[config.mk]
export PLATFORM = sky130hd
export DESIGN_NAME = tagstat_queue
export DESIGN_NICKNAME = d
export VERILOG_FILES = /design/src/rtl/tagged_interval_timing_stats_unit_macros.svh /design/src/rtl/tagstat_queue.sv
export SDC_FILE = /design/constraint.sdc
export NUM_CORES = 1
export LEC_CHECK = 0
export ABC_AREA = 1
export BUFFER_PORTS_ARGS = -buffer_cell sky130_fd_sc_hd__buf_2
export CORE_MARGIN = 8
export CORE_UTILIZATION = 40
export CTS_BUF_LIST = sky130_fd_sc_hd__clkbuf_4 sky130_fd_sc_hd__clkbuf_8
export CTS_CLUSTER_SIZE = 10
export DETAILED_ROUTE_END_ITERATION = 16
export PLACE_DENSITY_LB_ADDON = 0.1
export REMOVE_ABC_BUFFERS = 1
export SETUP_SLACK_MARGIN = 0.4
export SYNTH_ARGS = -nofsm -noshare
export SYNTH_HDL_FRONTEND = slang
export SYNTH_SLANG_ARGS = --single-unit
export TNS_END_PERCENT = 20
[constraint.sdc]
create_clock -name i_clk -period 2.6 [get_ports i_clk]
set_input_delay 0.13 -clock i_clk [delete_from_list [all_inputs] [get_ports i_clk]]
set_output_delay 0.13 -clock i_clk [all_outputs]
set_load 0.03 [all_outputs]
[src/rtl/tagged_interval_timing_stats_unit_macros.svh]
// Assertion macros shared by the tagged interval timing statistics RTL.
`ifndef TAGGED_INTERVAL_TIMING_STATS_UNIT_MACROS_SVH
`define TAGGED_INTERVAL_TIMING_STATS_UNIT_MACROS_SVH

// Same-cycle implication, checked outside reset
`define TAGSTAT_ASSERT_NOW(label, cond_a, cond_c, msg) \
    label: assert property (@(posedge i_clk) disable iff (!i_rst_n) \
        (cond_a) |-> (cond_c)) else $error(msg);

// Next-cycle implication, checked outside reset
`define TAGSTAT_ASSERT_NEXT(label, cond_a, cond_c, msg) \
    label: assert property (@(posedge i_clk) disable iff (!i_rst_n) \
        (cond_a) |=> (cond_c)) else $error(msg);

`endif

[src/rtl/tagstat_queue.sv]
// Two-word command queue between the classify front end and the update back end.
module tagstat_queue #(
    parameter int WIDTH = 8
) (
    input  logic             i_clk,
    input  logic             i_rst_n,
    input  logic             i_push,
    input  logic [WIDTH-1:0] i_data,
    output logic             o_full,
    input  logic             i_pop,
    output logic [WIDTH-1:0] o_data,
    output logic             o_empty
);

    localparam int DEPTH = 2;
    localparam int CW    = $clog2(DEPTH + 1);

    logic [WIDTH-1:0] r_mem [DEPTH];
    logic             r_wr_ptr;
    logic             r_rd_ptr;
    logic [CW-1:0]    r_count;

    // storage, no reset needed
    always_ff @(posedge i_clk) begin
        if (i_push) begin
            r_mem[r_wr_ptr] <= i_data;
        end
    end

    // pointers and fill level
    always_ff @(posedge i_clk) begin
        if (!i_rst_n) begin
            r_wr_ptr <= 1'b0;
            r_rd_ptr <= 1'b0;
            r_count  <= '0;
        end else begin
            if (i_push) begin
                r_wr_ptr <= r_wr_ptr + 1'b1;
            end
            if (i_pop) begin
                r_rd_ptr <= r_rd_ptr + 1'b1;
            end
            if (i_push && !i_pop) begin
                r_count <= r_count + CW'(1);
            end else if (i_pop && !i_push) begin
                r_count <= r_count - CW'(1);
            end
        end
    end

    assign o_full  = (r_count == CW'(DEPTH));
    assign o_empty = (r_count == '0);
    assign o_data  = r_mem[r_rd_ptr];

endmodule

== Word-level counts from Yosys, hierarchy flattened ==
Memory sizes are Yosys's and may differ from the RTL's. A register that Yosys moved wholly into a read port is not among the register bits.
Cells that the tools add are included.

* Add/sub/neg operators: 4
* Equal/unequal tests: 1
* Multiplexer cells: 6
* Reductions and logical operators: 6

{| class="wikitable"
|+ Operators by type and width
! kind !! count
|-
| two-way mux 1 bit || 4
|-
| two-way mux 2 bit || 2
|-
| adder 1 bit, second input constant || 2
|-
| adder 2 x 1 -> 2 bit, second input constant || 1
|-
| == test 2 bit, second input constant || 1
|-
| logical AND 1 bit || 2
|-
| zero test 1 bit || 2
|-
| zero test 2 bit || 1
|-
| nonzero test 2 bit || 1
|-
| subtractor 2 x 1 -> 2 bit, second input constant || 1
|}

* Register bits: 4
* RAM bits: 16
* Output and inout bits: 10
* Word-level logic and storage cells: 21
* Memories kept: 1

{| class="wikitable"
|+ Memories
! name !! depth !! width !! rd ports !! clocked after Yosys merged registers in !! write ports !! line !! RTL
|-
| r_mem || 2 || 8 || 1 || 1 || 1 || tagstat_queue.sv:18 || <nowiki>logic [WIDTH-1:0] r_mem [DEPTH];</nowiki>
|}

== Longest topological paths before layout ==
Gate-level depths: netlist of run 1.

* Depth after elaboration: 4
* Mapped depth: 8

== Least setup slack after synthesis of run 1 ==
No wires, ideal clock.

* Path kind: register to register
* Start: reg r_wr_ptr
* End: mem r_mem[0][0] (enable)
* Data arrival time: 0.687 ns
* Data required time: 2.230 ns
* Slack: 1.542 ns
* Stages on the path, launching flop included: 2
* Path buffers: 0
* Period minus slack after synthesis: 1.058 ns
* Cell sequence: dfxtp_1 nor2_1

{| class="wikitable"
|+ RTL lines
! what !! line !! RTL
|-
| start, declared || tagstat_queue.sv:19 || <nowiki>logic r_wr_ptr;</nowiki>
|-
| start signal, assigned || tagstat_queue.sv:38 || <nowiki>r_wr_ptr <= r_wr_ptr + 1'b1;</nowiki>
|-
| end, declared || tagstat_queue.sv:18 ||
|}

No word-level cell before the write port.

==> results of run 1 <==
synth_stat cells (all sizes together):
master | instances | share of area [%]
nand3 | 1 | 0.62
inv | 9 | 4.2
a21oi | 1 | 0.62
nand2 | 5 | 2.6
ha | 1 | 1.6
nand4 | 1 | 0.78
o21ai | 1 | 0.62
xnor2 | 1 | 1.1
edfxtp | 16 | 60
nor3 | 1 | 0.62
nor2 | 7 | 3.3
mux2 | 8 | 11
buf | 1 | 0.62
dfxtp | 5 | 12
worst max path at each step:
stage / start / endpoint / slack (ps) / cells past startpoint
after floorplan: r_wr_ptr / r_mem[0][0] / 1540 / 1
after global placement: r_wr_ptr / r_mem[0][0] / 1330 / 1
after detailed placement: r_wr_ptr / r_mem[0][0] / 1310 / 1
after CTS: register / o_data[7] / 1030 / 2
after global routing: register / o_data[5] / 980 / 2
final: register / o_data[5] / 1060 / 2
worst max-delay path: cells and delay by family (launching register included):
kind	cells	cell delay [ps]
flops	1	560
buf+inv	1	180
mux	1	380
flip-flops by register name, summed over array words and instances (netlist names), named ones only:
name,cells
r_wr_ptr,1
r_rd_ptr,1
r_mem,16
r_count,2
power by group:
group	switching, µW	total, µW	internal (µW)	leakage, µW
combinational	69.1	110	40.4	0.000201
clock	91.4	149	57.2	0.0000177
sequential	13.1	397	384	0.000192
per-layer routing:
metal,share of wire (%),vias to the layer above
met5,0,-
met4,0.93,0
met3,6.1,2
met2,48,11
met1,44,217
li1,-,243
layout make-up:
class | count | area (µm²) | share of cell area, %
clock inverter | 1 | 5.00 | 0.518
clock buffer | 3 | 22.5 | 2.33
timing repair buffer | 21 | 105 | 10.9
sequential | 21 | 581 | 60.1
multi-input combinational | 27 | 185 | 19.2
tap | 27 | 33.8 | 3.50
inverter | 9 | 33.8 | 3.50
metrics by stage:
| stage | hold slack, ps | worst slack (ps) |
|---|---|---|
| 6_report | 14.8 | 1060 |
| 5_1_grt | 5.85 | 981 |
| 4_1_cts | 6.93 | 1030 |
| 3_5_place_dp | 322 | 1310 |
| 3_3_place_gp | 318 | 1330 |
| 2_1_floorplan | 229 | 1540 |
logic make-up after synthesis:
family                     Yosys count
AOI/OAI and AO/OA                    2
and+or+nand+nor                     15
buffers and inverters               10
adders and majority gates            1
DFF                                 21
muxes                                8
xor gates and xnor gates             1
==> Flow_metrics.wiki, run 1 <==
{| class="wikitable"
! Metric !! Value
|-
| First-pass GRT wire length || 2090 µm
|-
| Capture instance of the worst register-to-register path || r_mem[0][3]
|-
| Yosys warnings || 0
|-
| Mean post-synth cell area || 13.9 µm²
|-
| Minimum clock period || 1540 ps
|-
| Layout Nets || 96
|-
| Largest incremental delay on the critical path || 560 ps
|-
| Met3 layer usage reported by global route || 2.33%
|-
| Most frequent cells in the layout || 21 x sky130_fd_sc_hd__buf_2, 16 x sky130_fd_sc_hd__edfxtp_1, 8 x sky130_fd_sc_hd__mux2_2, 8 x sky130_fd_sc_hd__inv_1, 7 x sky130_fd_sc_hd__nor2_1
|-
| Share of the core filled with cells in the final layout || 50.3%
|-
| Total design power || 655 µW
|-
| Max_slew headroom || 52.1%
|-
| RSZ-0062 raised after global routing || no
|-
| Busiest grt layer || met2
|-
| DIE HEIGHT || 60.8 µm
|-
| Critical-path cell list || mux2_2 -> buf_2
|-
| Xor/xnor cell area share of the yosys netlist || 1.09%
|-
| Number of detailed-routing iterations run before antenna repair || 2
|-
| Share of synthesized cell area in full adder, half adder and majority cells || 1.56%
|-
| Leakage power || 0.000410 µW
|-
| Reg clk slew, reported paths || 110 ps
|-
| Deepest clock path buffer count || 2
|-
| X dimension of the die || 60.8 µm
|-
| Clock latency on the worst-skew pair || 290 ps
|-
| Largest fanout on the critical path || 8
|-
| Core outline area || 1920 µm²
|-
| Total vias in the final route || 473
|-
| Share of the yosys chip area belonging to registers || 72.2%
|-
| Total wire length || 1290 µm
|-
| Post-CTS Setup Bufs || 0
|-
| Fillers || 204
|-
| Largest net degree at the start of global routing || 13
|-
| Distinct cell type count after synthesis || 16
|-
| Max Clk Rate || 0.650 GHz
|-
| Setup clock skew after layout || 2.76 ps
|-
| CTS Root Buffer Type || sky130_fd_sc_hd__clkbuf_4
|-
| Cts bufs inserted || 3
|-
| Depth of the worst register-to-register path || 1
|-
| R2r startpoint || r_wr_ptr
|-
| Clock H-tree levels || 1
|-
| Share of layout cells above drive strength 1 || 42.7%
|-
| Setup slack on the worst flop-to-flop path || 1350 ps
|-
| Crit end category || output pin
|-
| Finished Layout Cells || 109
|-
| Hold_buf cts || 0
|-
| CP Data Required Time || 2470 ps
|-
| Transition time of the tightest slew-check pin || 715 ps
|-
| Final setup vio count || 0
|-
| Portion of netlist area occupied by mux cells || 11.2%
|-
| Initial antenna violation count || 0
|-
| HP Start || i_data[0]
|-
| Number of cells produced by synthesis || 58
|-
| Simple-gate share of the synthesized area || 7.93%
|-
| Maximum vdd drop || 0.000341 V
|-
| Total power divided by cell area || 678 nW/µm²
|-
| Global placer's final weighted congestion || 0.671
|-
| Cell area after synthesis || 805 µm²
|-
| Slowest library cell on the worst path || sky130_fd_sc_hd__dfxtp_1
|-
| Initial standard-cell utilization of the core || 41.9%
|-
| Detailed Place HPWL || 943 µm
|-
| Worst Setup Start Kind || register
|-
| Status || complete, no violations
|-
| Placed Instances || 105
|-
| Grt ovf || 0
|-
| CTS Sinks || 21
|-
| Final Instance Area || 966 µm²
|-
| Total inserted antenna cells || 0
|-
| Maximum Capacitance Violations || 0
|-
| Fraction of the mapped netlist area in compound gates || 1.24%
|-
| Total global routing track utilization || 7.90%
|-
| Layout overhead on the synthesized area || 20.1%
|-
| Most frequent standard cell in the layout excluding fill and tap cells || sky130_fd_sc_hd__buf_2
|-
| Total Negative Setup Slacks || 0 ps
|-
| Antenna-violating nets left || 0
|-
| Fin. Hold Viols || 0
|-
| Combinational family with the most area after synthesis || multiplexers
|-
| Number of placed I/O pins || 22
|-
| Critical path arrival || 1410 ps
|-
| Met2 track demand over resource || 12.7%
|-
| GR Layer Usage met1 || 8.96%
|-
| Period utilization || 59.2%
|-
| Yosys reg bits || 21
|-
| Number of vias per cell after detailed routing || 4.34
|-
| CTS tree || done
|-
| Terminating pin of the worst hold path || r_mem[0][0]
|-
| Residual DRC count || 0
|-
| Std-Cell Rows || 16
|-
| Detailed-route wire length per cell || 11.8 µm
|-
| Worst min-delay path class || in -> reg
|-
| Area after DPL || 938 µm²
|-
| Number of gates given a new drive strength after cts || 0
|-
| Hold Path Cell Cnt || 1
|-
| Vias in the first global route || 477
|-
| Port Buffers || 21
|-
| Kind of critical path || reg -> out
|-
| Detailed Route Iter0 Violations || 8
|-
| Area of the die || 3700 µm²
|-
| Number of max-slew violations in the final report || 0
|}
No activity file was read; power rests on OpenSTA's default activity.
==> inputs of run 2 (changes only) <==
- clock period: 2.6 -> 1.4 ns (I/O delays scaled with it)
==> Flow_metrics.wiki, run 2 (synthesis gave the netlist of run 1 again) <==
{| class="wikitable"
! Metric !! Value
|-
| Most frequent cells in the layout || 16 x sky130_fd_sc_hd__edfxtp_1, 13 x sky130_fd_sc_hd__buf_2
|-
| Number of placed I/O pins || 22
|-
| Post-placement setup slack || 242 ps
|-
| Total vias in the final route || 518
|-
| Kind of critical path || reg -> out
|-
| Std-Cell Rows || 16
|-
| Leakage power || 0.000502 µW
|-
| Vias in the first global route || 550
|-
| Residual DRC count || 0
|-
| CTS Root Buffer Type || sky130_fd_sc_hd__clkbuf_4
|-
| Total power divided by cell area || 1140 nW/µm²
|-
| Total global routing track utilization || 9.08%
|-
| Deepest clock path buffer count || 2
|-
| CTS Sinks || 21
|-
| Number of detailed-routing iterations run before antenna repair || 4
|-
| Largest incremental delay on the critical path || 450 ps
|-
| Global placer's final weighted congestion || 0.680
|-
| Cts bufs inserted || 3
|-
| Maximum vdd drop || 0.000855 V
|-
| First-pass GRT wire length || 2390 µm
|-
| Slowest library cell on the worst path || sky130_fd_sc_hd__dfxtp_4
|-
| CTS tree || done
|-
| Maximum Capacitance Violations || 0
|-
| Layout Nets || 106
|-
| Crit end category || output pin
|-
| Max_slew headroom || 75.8%
|-
| Clock H-tree levels || 1
|-
| Buf+Inv Stages, Crit Path || 1
|-
| Critical path arrival || 1210 ps
|-
| Largest registers || r_mem (16), r_count (2)
|-
| Most frequent standard cell in the layout excluding fill and tap cells || sky130_fd_sc_hd__edfxtp_1
|-
| Area of the die || 3700 µm²
|-
| Number of vias per cell after detailed routing || 4.35
|-
| RSZ-0062 raised after global routing || yes
|-
| Period utilization || 91.2%
|-
| Critical-path cell list || mux2_4 -> buf_6
|-
| Number of flip-flops under the largest register name || 16
|-
| CP Data Required Time || 1330 ps
|-
| Final Instance Area || 1150 µm²
|-
| Post-CTS Setup Bufs || 0
|-
| Transition time of the tightest slew-check pin || 363 ps
|-
| Total inserted antenna cells || 0
|-
| Detailed Route Iter0 Violations || 9
|-
| Cell family with most CP delay || flip-flops
|-
| Detailed Place HPWL || 974 µm
|-
| Initial antenna violation count || 0
|-
| Total Negative Setup Slacks || 0 ps
|-
| Initial standard-cell utilization of the core || 41.9%
|-
| Largest fanout on the critical path || 8
|-
| Reg clk slew, reported paths || 110 ps
|-
| Fin. Hold Viols || 0
|-
| Minimum clock period || 1280 ps
|-
| Setup clock skew after layout || 0.474 ps
|-
| Max Clk Rate || 0.783 GHz
|-
| Status || complete, no violations
|-
| Grt ovf || 0
|-
| Final setup vio count || 0
|-
| Largest net degree at the start of global routing || 12
|-
| X dimension of the die || 60.8 µm
|-
| Clock latency on the worst-skew pair || 290 ps
|-
| Core outline area || 1920 µm²
|-
| Area after DPL || 953 µm²
|-
| Antenna-violating nets left || 0
|-
| Share of layout cells above drive strength 1 || 41.3%
|-
| Port Buffers || 21
|-
| DIE HEIGHT || 60.8 µm
|-
| Detailed-route wire length per cell || 12.5 µm
|-
| Total wire length || 1490 µm
|-
| Layout overhead on the synthesized area || 42.6%
|-
| Worst min-delay path class || in -> reg
|-
| Final worst-path setup slack || 123 ps
|-
| Share of the core filled with cells in the final layout || 59.7%
|-
| Number of max-slew violations in the final report || 0
|-
| Worst Setup Start Kind || register
|-
| Most flops, register || r_mem
|}
-- run 2: changes by cell type in the layout (fill, tap and decap cells not counted) --
cell                            before  now
sky130_fd_sc_hd__buf_2              21   13
sky130_fd_sc_hd__buf_4               0    2
sky130_fd_sc_hd__buf_6               0    8
sky130_fd_sc_hd__clkbuf_4            3    4
sky130_fd_sc_hd__clkinv_2            1    0
sky130_fd_sc_hd__dfxtp_1             5    4
sky130_fd_sc_hd__dfxtp_4             0    1
sky130_fd_sc_hd__dlygate4sd3_1       0    8
sky130_fd_sc_hd__mux2_2              8    0
sky130_fd_sc_hd__mux2_4              0    8
-- run 2: layout make-up --
class | count | area (µm²)
Sequential cell | 21 | 584
Fill cell | 159 | 774
Multi-Input combinational cell | 27 | 215
Inverter | 9 | 33.8
Clock buffer | 4 | 30.0
Timing Repair Buffer | 31 | 250
Tap cell | 27 | 33.8
-- run 2: report_power, final --
part	internal [µW]	switching, µW	total (µW)
logic	137	138	275
clock network	130	164	294
registers	713	29.0	742
-- run 2: final timing paths --
kind                            startpoint          end  slack, ps  cells past startpoint
worst max-delay path              register    o_data[7]        120                      2
worst min-delay path               i_rst_n   r_count[1]         30                      3
worst max register to register    r_wr_ptr  r_mem[1][3]        380                      2
worst min register to register    r_rd_ptr     register        520                      2
-- run 2: repair_timing --
action	CTS	global route
resized for setup	26	0
hold buffers	8	0
endpoints found under the hold margin	16	0
pin swaps	0	0
gates cloned	0	0
setup endpoints to repair	18	19
-- run 2: through the flow --
| stage | power [µW] | hold slack, ps | cells |
|---|---|---|---|
| floorplan | 890 | 169 | 57 |
| global placement | 959 | 257 | 107 |
| detailed placement | 963 | 262 | 107 |
| CTS | 1320 | 18.5 | 119 |
| global route | 1370 | 35.3 | 119 |
| finish | 1310 | 27.5 | 119 |
-- run 2: worst register-to-register path: stages, from the launching register on --
cell,delay [ps]
sky130_fd_sc_hd__dfxtp_1,360
sky130_fd_sc_hd__nand2_1,50
sky130_fd_sc_hd__inv_1,280
-- run 2: metal layers --
| layer | vias up | global-route usage (%) | part of all wire (%) | wire (µm) |
|---|---|---|---|---|
| li1 | 267 | - | - | - |
| met1 | 238 | 10.4 | 43 | 640 |
| met2 | 11 | 14.8 | 51 | 752 |
| met3 | 2 | 2.12 | 5.0 | 75 |
| met4 | 0 | 5.98 | 1.1 | 17 |
| met5 | - | 0 | 0 | 0 |
