<file path="config.mk">
export PLATFORM = sky130hd
export DESIGN_NAME = tagstat_front
export DESIGN_NICKNAME = d
export VERILOG_FILES = /design/src/rtl/tagged_interval_timing_stats_unit_macros.svh /design/src/rtl/tagstat_pkg.sv /design/src/rtl/tagstat_ram.sv /design/src/rtl/tagstat_front.sv
export SDC_FILE = /design/constraint.sdc
export NUM_CORES = 1
export LEC_CHECK = 0
export BUFFER_PORTS_ARGS = -buffer_cell sky130_fd_sc_hd__buf_4
export CAP_MARGIN = 10
export CORE_ASPECT_RATIO = 0.6
export CORE_MARGIN = 4
export CORE_UTILIZATION = 55
export DETAILED_ROUTE_END_ITERATION = 6
export PLACE_DENSITY = 0.72
export REMOVE_ABC_BUFFERS = 1
export SETUP_SLACK_MARGIN = 0.1
export SYNTH_ARGS = -nofsm -noshare
export SYNTH_HDL_FRONTEND = slang
export SYNTH_HIERARCHICAL = 1
export SYNTH_SLANG_ARGS = --single-unit
</file>
<file path="constraint.sdc">
create_clock -name i_clk -period 4.75 [get_ports i_clk]
set_input_delay 0.95 -clock i_clk [delete_from_list [all_inputs] [get_ports i_clk]]
set_output_delay 0.95 -clock i_clk [all_outputs]
set_load 0.02 [all_outputs]
</file>
<file path="src/rtl/tagged_interval_timing_stats_unit_macros.svh">
// Assertion macros shared by the tagged interval timing statistics RTL.
`ifndef TAGGED_INTERVAL_TIMING_STATS_UNIT_MACROS_SVH
`define TAGGED_INTERVAL_TIMING_STATS_UNIT_MACROS_SVH

// Same-cycle implication, checked outside reset
`define TAGSTAT_ASSERT_NOW(label, cond_a, cond_c, msg) \
    label: assert property (@(posedge i_clk) disable iff (!i_rst_n) \
        (cond_a) |-> (cond_c)) else $error(msg);

// Next-cycle implication, checked outside reset
`define TAGSTAT_ASSERT_NEXT(label, cond_a, cond_c, msg) \
    label: assert property (@(posedge i_clk) disable iff (!i_rst_n) \
        (cond_a) |=> (cond_c)) else $error(msg);

`endif

</file>
<file path="src/rtl/tagstat_pkg.sv">
// Shared types and constants for the tagged interval timing statistics unit.
package tagstat_pkg;

    localparam int KEY_IN_W   = 16;
    localparam int TS_W       = 63;
    localparam int DATA_W     = 64;
    localparam int CNT_W      = 32;
    localparam int SLOT_OUT_W = 6;

    // greatest signed 64-bit value, reset value of the minimum pair
    localparam logic signed [DATA_W-1:0] INT_TOP = 64'sh7FFF_FFFF_FFFF_FFFF;

    typedef enum logic {
        OP_BEGIN = 1'b0,
        OP_END   = 1'b1
    } t_op;

    typedef enum logic [2:0] {
        ST_NEW     = 3'd0,
        ST_RESTART = 3'd1,
        ST_FULL    = 3'd2,
        ST_END_OK  = 3'd3,
        ST_UNKNOWN = 3'd4
    } t_status;

    typedef struct packed {
        t_op                 opcode;
        logic [KEY_IN_W-1:0] tag_key;
        logic [TS_W-1:0]     timestamp;
    } t_in_word;

    typedef struct packed {
        t_status                   status;
        logic [SLOT_OUT_W-1:0]     slot;
        logic signed [DATA_W-1:0]  interval;
        logic signed [DATA_W-1:0]  total_time;
        logic [CNT_W-1:0]          call_count;
        logic signed [DATA_W-1:0]  largest;
        logic signed [DATA_W-1:0]  second_largest;
        logic signed [DATA_W-1:0]  smallest;
        logic signed [DATA_W-1:0]  second_smallest;
    } t_out_word;

    // one table entry as held in the statistics RAM
    typedef struct packed {
        logic [TS_W-1:0]           start_time;
        logic signed [DATA_W-1:0]  total;
        logic [CNT_W-1:0]          calls;
        logic signed [DATA_W-1:0]  max0;
        logic signed [DATA_W-1:0]  max1;
        logic signed [DATA_W-1:0]  min0;
        logic signed [DATA_W-1:0]  min1;
    } t_entry;

endpackage

</file>
<file path="src/rtl/tagstat_ram.sv">
// Generic single-write, single-read RAM with registered read data.
module tagstat_ram #(
    parameter int WIDTH = 8,
    parameter int DEPTH = 16,
    localparam int AW = (DEPTH > 1) ? $clog2(DEPTH) : 1
) (
    input  logic             i_clk,
    input  logic             i_we,
    input  logic [AW-1:0]    i_waddr,
    input  logic [WIDTH-1:0] i_wdata,
    input  logic             i_re,
    input  logic [AW-1:0]    i_raddr,
    output logic [WIDTH-1:0] o_rdata
);

    logic [WIDTH-1:0] r_mem [DEPTH];
    logic [WIDTH-1:0] r_rdata;

    // write port
    always_ff @(posedge i_clk) begin
        if (i_we) begin
            r_mem[i_waddr] <= i_wdata;
        end
    end

    // registered read port
    always_ff @(posedge i_clk) begin
        if (i_re) begin
            r_rdata <= r_mem[i_raddr];
        end
    end

    assign o_rdata = r_rdata;

endmodule

</file>
<file path="src/rtl/tagstat_front.sv">
// Front end: accepts words, scans the key table and classifies each word.
module tagstat_front #(
    parameter int TAG_SLOTS = 64,
    parameter int KEY_BITS  = 16,
    localparam int IW = (TAG_SLOTS > 1) ? $clog2(TAG_SLOTS) : 1,
    localparam int CMD_W = $bits(tagstat_pkg::t_status) + IW + tagstat_pkg::TS_W
) (
    input  logic                  i_clk,
    input  logic                  i_rst_n,
    input  logic                  i_valid,
    input  tagstat_pkg::t_in_word i_word,
    output logic                  o_stall,
    output logic                  o_push,
    output logic [CMD_W-1:0]      o_cmd,
    input  logic                  i_full
);

    import tagstat_pkg::*;

    localparam int KW = (KEY_BITS < KEY_IN_W) ? KEY_BITS : KEY_IN_W;
    localparam int CW = $clog2(TAG_SLOTS + 1);

    typedef enum logic [1:0] {
        F_IDLE,
        F_SCAN,
        F_PUSH
    } t_fstate;

    typedef struct packed {
        t_status         kind;
        logic [IW-1:0]   slot;
        logic [TS_W-1:0] ts;
    } t_cmd;

    t_fstate          r_state;
    t_op              r_op;
    logic [KW-1:0]    r_key;
    logic [TS_W-1:0]  r_ts;
    logic [IW-1:0]    r_idx;
    logic             r_hit;
    logic [CW-1:0]    r_fill;

    logic [KW-1:0]    key_rd;
    logic [IW-1:0]    key_raddr;
    logic             key_we;
    logic             key_match;
    logic             scan_last;
    logic             table_full;
    t_status          kind;
    t_cmd             cmd;

    // key table: one compare per cycle while scanning
    tagstat_ram #(
        .WIDTH (KW),
        .DEPTH (TAG_SLOTS)
    ) u_key_ram (
        .i_clk   (i_clk),
        .i_we    (key_we),
        .i_waddr (IW'(r_fill)),
        .i_wdata (r_key),
        .i_re    (1'b1),
        .i_raddr (key_raddr),
        .o_rdata (key_rd)
    );

    // scan address runs one ahead of the entry being compared
    assign key_raddr = (r_state == F_SCAN) ? IW'(r_idx + 1'b1) : '0;
    assign key_match = (key_rd == r_key);
    assign scan_last = (CW'(r_idx) == (r_fill - CW'(1)));
    assign table_full = (r_fill == CW'(TAG_SLOTS));

    // classify the word once the scan is done
    always_comb begin
        if (r_op == OP_BEGIN) begin
            if (r_hit) begin
                kind = ST_RESTART;
            end else if (table_full) begin
                kind = ST_FULL;
            end else begin
                kind = ST_NEW;
            end
        end else begin
            kind = r_hit ? ST_END_OK : ST_UNKNOWN;
        end
    end

    always_comb begin
        cmd.kind = kind;
        cmd.ts   = r_ts;
        if (r_hit) begin
            cmd.slot = r_idx;
        end else if (kind == ST_NEW) begin
            cmd.slot = IW'(r_fill);
        end else begin
            cmd.slot = '0;
        end
    end

    assign o_push  = (r_state == F_PUSH) && !i_full;
    assign o_cmd   = cmd;
    assign o_stall = (r_state != F_IDLE);
    // new tags take the lowest free slot, which is always the fill count
    assign key_we  = o_push && (kind == ST_NEW);

    // state and word registers
    always_ff @(posedge i_clk) begin
        if (!i_rst_n) begin
            r_state <= F_IDLE;
            r_fill  <= '0;
            r_hit   <= 1'b0;
        end else begin
            unique case (r_state)
                F_IDLE: begin
                    if (i_valid) begin
                        r_op    <= i_word.opcode;
                        r_key   <= KW'(i_word.tag_key);
                        r_ts    <= i_word.timestamp;
                        r_idx   <= '0;
                        r_hit   <= 1'b0;
                        r_state <= (r_fill == '0) ? F_PUSH : F_SCAN;
                    end
                end
                F_SCAN: begin
                    if (key_match) begin
                        r_hit   <= 1'b1;
                        r_state <= F_PUSH;
                    end else if (scan_last) begin
                        r_state <= F_PUSH;
                    end else begin
                        r_idx <= IW'(r_idx + 1'b1);
                    end
                end
                F_PUSH: begin
                    if (!i_full) begin
                        r_state <= F_IDLE;
                        if (kind == ST_NEW) begin
                            r_fill <= r_fill + CW'(1);
                        end
                    end
                end
                default: begin
                    r_state <= F_IDLE;
                end
            endcase
        end
    end

endmodule

</file>
# ---- Word-level counts from Yosys, hierarchy flattened
# Memories as Yosys holds them, arrays and structs flattened. A register that Yosys moved wholly into a read port is not among the register bits.
# Index checks and enable logic that the tools add are counted.
dict set report totals {
  n_memories 1
  ff_bits 96
  wordCells 58
  ram_bits 1024
  output_inout_bits 74
}
dict set report op_classes {
  eq_ne 11
  add_sub_neg 3
  n_reduce_logical 13
  bitwise 1
  muxes 22
}
# memory words word_bits rd rd_ports_with_merged_regs wr line
set memory_table {}
lappend memory_table {u_key_ram.r_mem 64 16 1 1 1 tagstat_ram.sv:16} ;# logic [WIDTH-1:0] r_mem [DEPTH];
# cell n
set ops {}
lappend ops {{two-way mux 6 bit} 6}
lappend ops {{equality test 16 bit} 1}
lappend ops {{two-way mux 2 bit} 7}
lappend ops {{one-hot mux 6 bit (2 select lines)} 1}
lappend ops {{AND reduction 3 bit} 4}
lappend ops {{!= test 2 bit, second input constant} 5}
lappend ops {{adder 7 x 1 -> 7 bit, second input constant} 1}
lappend ops {{equality test 6 x 7 -> 1 bit} 1}
lappend ops {{equality test 7 bit, second input constant} 1}
lappend ops {{logical NOT 7 bit} 1}
lappend ops {{subtractor 7 x 1 -> 7 bit, second input constant} 1}
lappend ops {{adder 6 x 1 -> 6 bit, second input constant} 1}
lappend ops {{two-way mux 3 bit} 2}
lappend ops {{one-hot mux 2 bit (3 select lines)} 1}
lappend ops {{AND reduction 5 bit} 1}
lappend ops {{two-way mux 1 bit} 4}
lappend ops {{nonzero test 2 bit} 2}
lappend ops {{logical NOT 3 bit} 1}
lappend ops {{!= test 3 bit, second input constant} 1}
lappend ops {{equality test 2 x 1 -> 1 bit, second input constant} 1}
lappend ops {{equality test 2 bit, second input constant} 1}
lappend ops {{logical AND 1 bit} 2}
lappend ops {{logical NOT 2 bit} 1}
lappend ops {{one-hot mux 1 bit (2 select lines)} 1}
lappend ops {{other kinds (2)} 2}

# ---- Longest topological paths before layout
# Gate-level depths: netlist (run 1).
dict set report depth {
  ltp_word 8
  ltp_mapped 12
  depth_no_buf 8
}

# ---- By module
# Netlist (run 1), hierarchy kept.
# module area_each_um2 cells_per_inst seq_area_each_um2 instances
set by_module_without_submodules {}
lappend by_module_without_submodules {tagstat_ram 40202.3 1829 31230.0 1}
lappend by_module_without_submodules {tagstat_front 3677.3 234 2782.7 1}

# ---- Worst setup path before layout (run 1)
# Ideal clock, no wire load.
dict set report synth_timing {
  kind {in2reg}
  start {input i_full}
  end {memory u_key_ram/r_mem[48][0] (netlist bit), enable pin}
  required_ns 4.341
  path_slack_ns 0.852
  arrival_time_ns 3.489
  cell_stages 5
  path_buffers 0
  path_cell_list {or4b_4 > a311oi_4 > nor2b_1 > nand4b_1 > nor3_1}
}
dict set report synth_between {
  elab_chain_cells 5
}
# item line
set synth_rtl {}
lappend synth_rtl {{start: declaration} tagstat_front.sv:15} ;# input logic i_full
lappend synth_rtl {{logical NOT 1 bit} --}
lappend synth_rtl {{logical AND 1 bit} tagstat_front.sv:99} ;# assign o_push = (r_state == F_PUSH) && !i_full;
lappend synth_rtl {{logical AND 1 bit} tagstat_front.sv:103} ;# assign key_we = o_push && (kind == ST_NEW);
lappend synth_rtl {{via key_we} tagstat_front.sv:45} ;# logic key_we;
lappend synth_rtl {{two-way mux 1 bit} tagstat_ram.sv:21} ;# if (i_we) begin
lappend synth_rtl {{two-way mux 1 bit (implied by the code)} tagstat_ram.sv:22} ;# r_mem[i_waddr] <= i_wdata;
lappend synth_rtl {{end: declaration} tagstat_ram.sv:16}
# The timed path passes the listed nets, and every way through them passes these cells.

# ---- Final worst setup path (run 1)
dict set report layout_timing {
  start {register r_state[0]}
  end {register u_key_ram.r_rdata[11] (netlist: u_key_ram/o_rdata[11]) (read register of u_key_ram.r_mem) (data pin)}
}
dict set report layout_between {
  elab_chain_cells 2
}
# item line
set layout_rtl {}
lappend layout_rtl {{start: declaration} tagstat_front.sv:35} ;# t_fstate r_state;
lappend layout_rtl {{start signal: assignment} tagstat_front.sv:120} ;# r_state <= (r_fill == '0) ? F_PUSH : F_SCAN;
lappend layout_rtl {{equality test 2 x 1 -> 1 bit} tagstat_front.sv:67} ;# assign key_raddr = (r_state == F_SCAN) ? IW'(r_idx + 1'b1) : '0;
lappend layout_rtl {{two-way mux 6 bit} tagstat_front.sv:67}
lappend layout_rtl {{via key_raddr[1]} tagstat_front.sv:44} ;# logic [IW-1:0] key_raddr;
lappend layout_rtl {{end: declaration} tagstat_ram.sv:17} ;# logic [WIDTH-1:0] r_rdata;
# The timed path passes the listed nets, and every way through them passes these cells.
# A chain may end at the register's enable or synchronous reset.

==> impl_metrics.csv, run 1 <==
group,metric,value,unit
timing,setup_viol,0,
floorplan,pin_count,158,
placed_design,post-dp-hpwl,68.7,mm
power_and_ir_drop,peakVddDrop,0.424,mV
floorplan,rows,79,
floorplan,fp.dieW,373,µm
synthesis,synthXorXnorAreaFrac,0.679,%
placed_design,place_congestion,0.906,
timing,whs,445,ps
global_route,grt_pass1_wl,159,mm
placed_design,dp_cells,3308,
timing,layout_min_cycle_time,4010,ps
cells_and_area,fill_cells,5180,
setup_path,crit_family,"simple AND/OR/NAND/NOR gates",
detailed_routing,wl_per_cell,31.7,µm
synthesis,synth.yosys.seq_area_share,77.5,%
detailed_routing,vias,22700,
status,status,"completed",
clock_tree,clk_pin_slew,60,ps
global_route,grt.total_usage,26.4,%
clock_tree,post_cts_resized,0,
cells_and_area,drive_gt1_share,28.6,%
synthesis,synth_fa_ha_area_share,0.0855,%
clock_tree,cts_tree,"done",
floorplan,dieArea,0.0845,mm²
synthesis,yosysTopAreaCell,"edfxtp_1",
detailed_routing,drcViolationCount,0,
timing,slew_headroom,32.9,%
detailed_routing,drt-total-wl,111,mm
setup_path,crit_path_start_kind,"flip-flop",
synthesis,synth_edf_count,1126,
setup_path,path_cells,"nand2b_1, inv_1, and2_4, buf_4, mux4_2, mux2i_1, nand3_1, a31oi_1, a311oi_1",
global_route,antenna_found_initial,6,
setup_path,path_max_fanout,35,
clock_tree,cts_buffers,97,
timing,max_freq,0.250,GHz
setup_path,critPathMaxStageDelay,600,ps
placed_design,placed_cell_area,0.0468,mm²
global_route,grt_overflow,0,
global_route,grt_max_degree,65,
floorplan,core,0.0783,mm²
setup_path,required,5150,ps
clock_tree,clkLatencyLatePin,680,ps
timing,slew_viol_final,0,
floorplan,start_util,56.1,%
clock_tree,cts_buffer_depth,3,
synthesis,synth_compound_area_share,2.57,%
timing,tns,0,ps
clock_tree,ctsHoldBuffers,0,
timing,worst_slack,743,ps
synthesis,ys_warn_count,6,
power_and_ir_drop,total_power,19.9,mW
cells_and_area,instances_no_fill,3488,
detailed_routing,final_antenna_net_count,0,
synthesis,synth_cell_types,62,
synthesis,synth_area_leaders,"edfxtp_1, mux4_2, mux2i_1, nor2_1, mux2_2",
cells_and_area,post-route-util,64.0,%
cells_and_area,final_design_area_no_fill,0.0501,mm²
detailed_routing,drt_iter0_drc,3886,
placed_design,post-place-ws,844,ps
power_and_ir_drop,p_leak,15.7,nW
setup_path,end_kind,"flip-flop",
synthesis,synth_top_family_by_area,"multiplexers",
synthesis,yosysTopAreaCellShare,77.1,%
synthesis,ys.flop_type,"edfxtp_1",
synthesis,async_reset_ff_share,0,%
synthesis,postSynthCellCount,2063,
synthesis,synthSimpleGateAreaFrac,3.14,%
setup_path,r2r_setup_slack,740,ps
timing,clock_skew,13.8,ps
floorplan,fp.dieH,227,µm
clock_tree,htree_levels,3,
global_route,grt_pass1_vias,22000,
timing,hold_viol_final,0,
setup_path,crit_slowest_cell,"and2_4",
placed_design,portBuffers,157,
timing,worst_pin_slew,1010,ps
synthesis,syn_area,0.0439,mm²
cells_and_area,fin_nets,2442,
synthesis,ys_ff_latch,1136,
timing,period_share,84.4,%
synthesis,yosysMostFrequentCell,"edfxtp_1",
power_and_ir_drop,powerDensity,397,mW/mm²
flow_run,maxCapViolCount,0,
synthesis,muxShareOfSynthArea,14.2,%
detailed_routing,vias_per_cell,6.50,
detailed_routing,dr.pass1.iters,6,
clock_tree,postCtsSetupRepairBufs,0,
setup_path,path_class,"flip-flop to flip-flop",
worst_hold_path,holdCritPathClass,"input pin to flip-flop",
timing,rsz0062_at_grt,"no",
clock_tree,cts.root.buffer_cell,"clkbuf_16",
cells_and_area,area_growth,14.1,%
synthesis,synth_common_cells,"edfxtp_1, mux4_2, nor2_1",
setup_path,critPathBufInv,2,
setup_path,worstPathArrival,4410,ps
synthesis,syn_avg_cell_area,21.3,µm²
clock_tree,clock-sinks,1136,
[kinds of logic (layout without fill, tap and decap cells)]
| logic type | count (synthesis) | count (layout) |
|---|---|---|
| buffers and inverters | 120 | 475 |
| flip-flops | 1136 | 1136 |
| XOR/XNOR | 34 | 34 |
| adder cells (fa/ha/maj) | 3 | 3 |
| AO/OA/AOI/OAI | 152 | 152 |
| multiplexers | 336 | 336 |
| AND/OR/NAND/NOR | 281 | 281 |
| other | 1 | 18 |
[registers in the layout, summed over array words and instances (netlist names)]
name / count
r_idx: 6
r_key: 16
r_op: 1
r_fill: 7
r_hit: 1
r_state: 2
u_key_ram/o_rdata: 16
r_ts: 63
u_key_ram/r_mem: 1024
[final timing paths]
kind,startpoint,to,cells past startpoint
hold reg to reg,r_state[1],r_hit,2
setup / recovery,r_state[0],u_key_ram/o_rdata[11],9
setup reg to reg,r_state[0],u_key_ram/o_rdata[11],9
hold / removal,i_word[22],r_ts[22],1
[report_power, final]
part / leakage (nW) / total [mW] / internal, mW / switching [mW]
registers: 10.2 / 11.1 / 11.1 / 0.0480
clock network: 1.59 / 8.23 / 4.68 / 3.55
logic: 3.83 / 0.538 / 0.176 / 0.361
[layout by cell type, fill, tap and decap left out, drive strengths merged, types with 2 or more instances in the layout]
cell type,count
edfxtp,1126
buf,292
mux4,224
clkbuf,112
nor2,93
mux2i,85
nand2,71
clkinv,44
a22oi,39
nor2b,31
xor2,28
nand3,27
mux2,27
a21oi,21
a221oi,17
nand4,17
o21ai,17
bufinv,16
conb,16
dfxtp,10
nand2b,9
a31oi,9
a311oi,9
a211o,8
a211oi,8
nor4,7
xnor2,6
a41oi,6
a22o,6
a221o,6
inv,6
clkinvlp,5
and4,5
and3,4
nor3,4
ha,3
and2,3
diode,2
nor3b,2
nand3b,2
[worst reg2reg max path: cells and delay by family, from the launching register on]
family	cells	cell delay (ps)
and+or+nand+nor	3	1320
AOI/OAI and AO/OA	2	480
buffers and inverters	2	690
DFF	1	430
muxes	2	810
[layer usage]
metal | track usage [%] | wire (µm)
met2 | 36.0 | 46900
met5 | 0 | 15
met4 | 6.16 | 2230
met1 | 39.6 | 43400
met3 | 11.5 | 18200
[area by class of cell]
cell class	instances	area, µm²	area share [%]
clock inverters	65	754	1.51
flip-flops and latches	1136	34000	67.9
well taps	1053	1320	2.63
multi-input cells	822	9160	18.3
diodes	2	5.00	0.00999
repair buffers	292	2280	4.55
clock buffers	112	2530	5.04
inverters	6	22.5	0.0450
(Power assumes the default switching activity.)
==> run 2: changes to the inputs <==
--- a/config.mk
+++ b/config.mk
@@ -11,7 +11,7 @@
 export CORE_MARGIN = 4
 export CORE_UTILIZATION = 55
 export DETAILED_ROUTE_END_ITERATION = 6
-export PLACE_DENSITY = 0.72
+export PLACE_DENSITY = 0.75
 export REMOVE_ABC_BUFFERS = 1
 export SETUP_SLACK_MARGIN = 0.1
 export SYNTH_ARGS = -nofsm -noshare
==> constraint.sdc (replaced) <==
create_clock -name i_clk -period 3.2 [get_ports i_clk]
set_input_delay 0.64 -clock i_clk [delete_from_list [all_inputs] [get_ports i_clk]]
set_output_delay 0.64 -clock i_clk [all_outputs]
set_load 0.02 [all_outputs]
==> run 2 against run 1 <==
Against the previous run: cell count rose by 3.6%; clock skew rose by 9.7 ps; critical path depth rose by 1; setup slack got worse by 640 ps; clock-buffer cell count rose by 5; wire length barely moved; highest routed layer is now met4; sequential cell count did not move; sequential power rose by 49%; non-clock buffer count rose by 118; design area rose by 3.3%.
==> impl_metrics.csv, run 2 (synthesis results as in run 1) <==
group,metric,value,unit
status,status,"completed",
power_and_ir_drop,powerDensity,570,mW/mm²
detailed_routing,drt_iter0_drc,3796,
clock_tree,cts.root.buffer_cell,"clkbuf_16",
clock_tree,cts_buffer_depth,3,
clock_tree,cts_buffers,97,
timing,worst_pin_slew,964,ps
floorplan,rows,79,
floorplan,fp.dieW,373,µm
setup_path,required,3640,ps
cells_and_area,fin_nets,2561,
floorplan,start_util,56.1,%
detailed_routing,drt-total-wl,111,mm
cells_and_area,reg.largest.list,"u_key_ram/r_mem (1024), r_ts (63)",
setup_path,path_class,"flip-flop to flip-flop",
timing,clock_skew,23.5,ps
global_route,grt.total_usage,26.4,%
floorplan,dieArea,0.0845,mm²
clock_tree,clk_pin_slew,70,ps
timing,slew_headroom,35.7,%
floorplan,pin_count,158,
global_route,grt_overflow,0,
clock_tree,htree_levels,3,
power_and_ir_drop,total_power,29.5,mW
cells_and_area,final_design_area_no_fill,0.0517,mm²
detailed_routing,wl_per_cell,30.7,µm
worst_hold_path,holdCritPathClass,"input pin to flip-flop",
power_and_ir_drop,peakVddDrop,0.470,mV
placed_design,dp_cells,3410,
cells_and_area,post-route-util,66.1,%
global_route,grt_max_degree,82,
cells_and_area,final_common_cell,"edfxtp_1",
power_and_ir_drop,power_frac_comb,2.9,%
timing,worst_slack,103,ps
detailed_routing,vias_per_cell,6.41,
cells_and_area,drive_gt1_share,33.1,%
clock_tree,clkLatencyLatePin,690,ps
power_and_ir_drop,p_leak,16.5,nW
detailed_routing,drcViolationCount,0,
placed_design,portBuffers,157,
detailed_routing,vias,23200,
timing,period_share,96.8,%
cells_and_area,fill_cells,4959,
power_and_ir_drop,clockPowerShare,41.2,%
cells_and_area,area_growth,17.9,%
setup_path,crit_path_start_kind,"flip-flop",
cells_and_area,largest-register,"u_key_ram/r_mem",
setup_path,end_kind,"flip-flop",
floorplan,core,0.0783,mm²
placed_design,place_congestion,0.984,
global_route,grt_pass1_wl,160,mm
timing,layout_min_cycle_time,3100,ps
power_and_ir_drop,p_int,23.5,mW
clock_tree,ctsHoldBuffers,0,
setup_path,path_max_fanout,11,
timing,slew_viol_final,0,
power_and_ir_drop,p_sw_share,20.1,%
placed_design,placed_cell_area,0.0481,mm²
cells_and_area,multi_input_area,0.00929,mm²
cells_and_area,final_cell_mix,"edfxtp_1, buf_4, mux4_2",
cells_and_area,regArea,0.0340,mm²
placed_design,post-dp-hpwl,68.5,mm
clock_tree,cts_tree,"done",
flow_run,maxCapViolCount,0,
power_and_ir_drop,switchingPower,5.94,mW
floorplan,fp.dieH,227,µm
setup_path,worstPathArrival,3540,ps
timing,setup_viol,0,
power_and_ir_drop,pwr-share-seq,55.8,%
global_route,grt_pass1_vias,22700,
detailed_routing,final_antenna_net_count,0,
timing,hold_viol_final,0,
cells_and_area,instances_no_fill,3613,
cells_and_area,largest_reg_flops,1024,
clock_tree,clock-sinks,1136,
timing,rsz0062_at_grt,"yes",
global_route,antenna_found_initial,2,
placed_design,post-place-ws,-143,ps
timing,max_freq,0.323,GHz
detailed_routing,dr.pass1.iters,6,
## run 2: changes by cell type in the layout (fill, tap and decap cells not counted), sizes merged
cell / delta
buf: +118
clkinv: -1
and2: +1
inv: +2
clkinvlp: +1
clkbuf: +5
bufinv: -2
diode: +1
## run 2: worst max-delay path, stage by stage (launching register included)
cell and delay (ps):
edfxtp_1 450, buf_4 190, nor2_4 110, buf_12 180, buf_4 140, buf_12 150, mux4_2 540, mux2_2 300
nand2_2 110, nand4_1 350, and4_1 310
## run 2: layout make-up
cell class	instances	area share [%]
flip-flops and latches	1136	65.7
clock buffers	117	4.92
multi-input cells	823	18.0
well taps	1053	2.55
inverters	6	0.0435
clock inverters	65	1.38
diodes	3	0.0145
repair buffers	410	7.39
## run 2: final timing paths
kind | start | to | slack, ps | cells past startpoint
setup / recovery | r_idx[0] | u_key_ram/o_rdata[2] | 100 | 10
hold / removal | i_word[44] | r_ts[44] | 120 | 1
hold reg to reg | r_fill[1] | r_fill[1] | 650 | 4
setup reg to reg | r_idx[0] | u_key_ram/o_rdata[2] | 100 | 10
## run 2: power by group through the flow
stage	clock network [mW]	logic (mW)	registers, mW
after floorplan	0	0.316	16.9
after global placement	0	0.791	16.8
after detailed placement	0	0.820	16.8
after CTS	12.3	0.840	16.5
after global routing	13.0	0.900	16.5
final	12.2	0.859	16.5
## run 2: through the flow
stage	hold slack (ps)	TNS [ps]
floorplan	544	-353650
global placement	592	-67.0
detailed placement	624	-143
CTS	73.7	0
global route	80.6	0
finish	122	0
## run 2: repair_timing
action | CTS | global route
resized for setup | 14 | 26
buffers inserted | 9 | 8
endpoints found under the setup margin | 9 | 16
pin swaps | 4 | 7
gates cloned | 2 | 0
## run 2: layer usage
layer / wire (µm) / global-route usage, % / up-vias
met2: 47100 / 36.5 / 1615
met1: 44300 / 40.2 / 12000
li1: - / - / 9358
met5: 0 / 0 / -
met4: 2120 / 5.62 / 0
met3: 17200 / 10.6 / 160
